**src/rtl/tls_pkg.sv**
```systemverilog
// shared types, constants and command codes for the tape language stepper
package tls_pkg;

   localparam int TAPE_DEPTH_DEFAULT    = 32768;
   localparam int PROGRAM_DEPTH_DEFAULT = 4096;

   localparam int LEN_W    = 13;
   localparam int LDADDR_W = 12;
   localparam int BYTE_W   = 8;
   localparam int UNIT_W   = 17;

   localparam logic OP_LOAD = 1'b0;
   localparam logic OP_STEP = 1'b1;

   localparam logic [BYTE_W-1:0] CMD_RIGHT = 8'h3E;
   localparam logic [BYTE_W-1:0] CMD_LEFT  = 8'h3C;
   localparam logic [BYTE_W-1:0] CMD_INC   = 8'h2B;
   localparam logic [BYTE_W-1:0] CMD_DEC   = 8'h2D;
   localparam logic [BYTE_W-1:0] CMD_OUT   = 8'h2E;
   localparam logic [BYTE_W-1:0] CMD_IN    = 8'h2C;
   localparam logic [BYTE_W-1:0] CMD_OPEN  = 8'h5B;
   localparam logic [BYTE_W-1:0] CMD_CLOSE = 8'h5D;

   typedef enum logic [3:0] {
      ST_CLEAR,
      ST_IDLE,
      ST_DECODE,
      ST_PC_INC,
      ST_SCAN_MOV,
      ST_SCAN_RD,
      ST_SCAN_CHK,
      ST_SET_PC,
      ST_FINISH
   } tls_state_type;

   typedef struct packed {
      logic [UNIT_W-1:0] operand;
      logic              dec;
   } tls_unit_req_type;

   typedef struct packed {
      logic [UNIT_W-1:0] sum;
      logic              zero;
   } tls_unit_rsp_type;

endpackage

```
**src/rtl/tls_step_unit.sv**
```systemverilog
// shared increment/decrement unit used by the steps of the sequencer that count up or down
module tls_step_unit (
   input  tls_pkg::tls_unit_req_type req,
   output tls_pkg::tls_unit_rsp_type rsp
);

   logic [tls_pkg::UNIT_W-1:0] sum;

   assign sum = req.operand + (req.dec ? {tls_pkg::UNIT_W{1'b1}} : tls_pkg::UNIT_W'(1));

   assign rsp.sum  = sum;
   assign rsp.zero = (sum == '0);

endmodule

```
**config.mk**
```make
export PLATFORM = sky130hd
export DESIGN_NAME = tls_step_unit
export DESIGN_NICKNAME = d
export VERILOG_FILES = /design/src/rtl/tls_pkg.sv /design/src/rtl/tls_step_unit.sv
export SDC_FILE = /design/constraint.sdc
export NUM_CORES = 1
export LEC_CHECK = 0
export ABC_AREA = 1
export BUFFER_PORTS_ARGS = -buffer_cell sky130_fd_sc_hd__buf_2
export CORE_ASPECT_RATIO = 0.75
export CORE_MARGIN = 1
export CORE_UTILIZATION = 35
export DETAILED_ROUTE_END_ITERATION = 8
export PLACE_DENSITY_LB_ADDON = 0.1
export SLEW_MARGIN = 5
export SYNTH_ARGS = -nofsm -noshare
export SYNTH_HDL_FRONTEND = slang
export SYNTH_SLANG_ARGS = --single-unit
```
**constraint.sdc**
```tcl
create_clock -name vclk -period 4.5
set_input_delay 0.45 -clock vclk [all_inputs]
set_output_delay 0.45 -clock vclk [all_outputs]
set_load 0.05 [all_outputs]
```
==> impl_summary.log <==
[metrics] status: complete, no violations
[metrics] power per unit of standard cell area: 207 nW/um^2
[metrics] final cell count without fillers: 294
[metrics] Avg Vias per Cell: 4.47
[metrics] share of power burned in registers: 0
[metrics] initial standard-cell utilization of the core: 0.382
[metrics] post-route cell area: 1400 sq um
[metrics] net switching power: 0.000207 W
[metrics] endpoint class of the critical path: output pin
[metrics] width of the die: 68.7 um
[metrics] global routing met1 resource utilization: 0.300
[metrics] Final Hold Viols: 0
[metrics] Max Cap Violations: 0
[metrics] area growth from synthesis to layout: 19.5%
[metrics] maximum fanout encountered on the critical timing path: 17
[metrics] largest vdd supply drop: 0.0000983 V
[metrics] via count of the first global-routing pass: 1076
[metrics] routed wire length per instance: 9.69 um
[metrics] antenna violations before repair: 0
[metrics] critical path's most frequent cell: nand2_1
[metrics] fill cell instance count of the final layout: 333
[metrics] final cell utilization of the core: 0.456
[metrics] Clock Power Share: 0
[metrics] syn_area_per_cell: 5.31 sq um
[metrics] startpoint types: primary input
[metrics] Cell Chain, Critical Path: buf_2 > ha_1 > or2_4 > nand3b_1 > nand2_1 > nand2_1 > nand3b_1 > nand2_1 > nand4_1 > nor2_1 > buf_2
[metrics] cell count after synthesis: 220
[metrics] final net count: 293
[metrics] site row count: 17
[metrics] GRT Overall Usage: 0.172
[metrics] combined buffer and inverter count along the critical path: 2
[metrics] sum of overflow across all layers after global routing: 0
[metrics] post-synthesis sequential area ratio: 0
[metrics] count of vias placed by the detailed router: 1313
[metrics] Largest stage delay, worst path: 0.35 ns
[metrics] post-synthesis instance area: 1170 sq um
[metrics] required time at the endpoint of the critical path: 4.05 ns
[metrics] ranking of synthesized cells by instance count: nand2_1, inv_1, ha_1, nand3_1, nor2_1
[metrics] largest area contributor in the synthesized netlist: nand2_1
[metrics] area fraction of the dominant cell type after synthesis: 0.276
[metrics] total setup buffers inserted after CTS: 0
[metrics] first-pass GRT wire length: 4.79 mm
[metrics] largest net degree at the start of global routing: 18
[metrics] RSZ-0062 raised after global routing: no
[metrics] number of antenna-violating nets in the routed design: 0
[metrics] final weighted congestion of routability-driven global placement: 0.853
[metrics] cell with the most instances after synthesis: nand2_1
[metrics] fmax: 348 MHz
[metrics] post-CTS resize count: 0
[metrics] placed insts: 294
[metrics] Final Cycle Share: 0.638
[metrics] crit path DAT: 2.42 ns
[metrics] overall die area: 3580 sq um
[metrics] classification of the worst setup path: primary input to output pin
[metrics] Final Max Slew Viols: 0
[metrics] count of unresolved DRC violations after routing: 0
[metrics] Sw Share: 0.719
[metrics] summed negative setup slack over all endpoints: 0 ns
[metrics] number of DRC markers after the initial detailed-route iteration: 50
[metrics] detailed placer's ending HPWL: 2.52 mm
[metrics] Cell Int Power: 0.0000812 W
[metrics] number of distinct standard cells referenced by the synthesized netlist: 23
[metrics] Worst Hold Margin: 1.27 ns
[metrics] height of the die: 52.0 um
[metrics] layout cell share with drive strength beyond 1: 0.238
[metrics] Net Count, Synth: 255
[metrics] number of detailed-route iterations in the first pass: 4
[metrics] Top delay family on crit path: simple AND/OR/NAND/NOR gates
[metrics] count of hold-fix buffers inserted at cts: 0
[metrics] met3 demand-to-capacity share in global routing: 0
[metrics] routed wire length: 2.85 mm
[metrics] antenna diode instance count: 0
[metrics] leading cell types by total area after synthesis: nand2_1, ha_1, inv_1
[metrics] final worst path period need: 2.87 ns
[metrics] Min-Delay Path Class: primary input to output pin
[metrics] IO Count: 36
[metrics] count of clock-net buffers in the final layout: 0
[metrics] post-placement cell area: 1400 sq um
[metrics] Port Buffer Count: 36
[metrics] relative slew slack: 0.741
[metrics] CP max-delay cell: ha_1
[metrics] GRT met2 Usage: 0.237
[metrics] leakage power figure: 0.901 nW
[metrics] placeable core region: 3060 sq um
[metrics] yosys synthesis warning count: 0
[metrics] most used routing layer in global routing: met1
[metrics] area taken by flip-flops and latches: 0 sq um
[metrics] num sequential: 0
[metrics] final setup violating endpoints: 0
[metrics] Comb power frac: 1.000
[metrics] worst slew pin tran: 0.388 ns
==> final cells by class <==
cell class / count / area (sq um) / area share
multi-input combinational: 175 / 1000 / 0.716
inverter: 45 / 169 / 0.121
tap: 38 / 47.5 / 0.0341
timing repair buffer: 36 / 180 / 0.129
==> placed cells by master, fill, tap and decap left out, drive strengths merged <==
cell	instances
nand2	97
inv	45
buf	36
ha	16
nor2	15
nand3	14
a21oi	10
nand3b	10
nor3	3
or2	2
xnor2	2
nand4	2
and2	1
o21bai	1
xor2	1
fa	1
==> cells by family after synthesis <==
logic type,Yosys count,synth area share
xor gates and xnor gates,3,0.0225
adders and majority gates,17,0.188
AOI/OAI and AO/OA,11,0.0557
and+or+nand+nor,144,0.589
buffers and inverters,45,0.145
==> metrics by stage <==
step | worst slack [ns] | power (W)
final | 1.63 | 0.000288
after global routing | 1.39 | 0.000319
after CTS | 1.61 | 0.000289
after detailed placement | 1.62 | 0.000288
after global placement | 1.63 | 0.000289
after floorplan | 1.51 | 0.000228
==> tightest hold or removal path: stages <==
cell,delay [ns]
buf_2,0.13
inv_1,0.04
buf_2,0.20
==> layer usage <==
layer / wire length, um / vias up
met3: 113 / 0
met5: 0 / -
met1: 1760 / 534
li1: - / 749
met2: 980 / 30
met4: 0 / 0
==> final timing paths <==
| check | from | to | depth (start not counted) |
|---|---|---|---|
| max | req[0] | rsp[0] | 11 |
| min | req[1] | rsp[1] | 3 |
==> power by group through the flow <==
stage	sequential [W]	combinational (W)	clock [W]
global route	0	0.000319	0
floorplan	0	0.000228	0
finish	0	0.000288	0
CTS	0	0.000289	0
global placement	0	0.000289	0
detailed placement	0	0.000288	0
No activity file was read; power rests on OpenSTA's default activity.
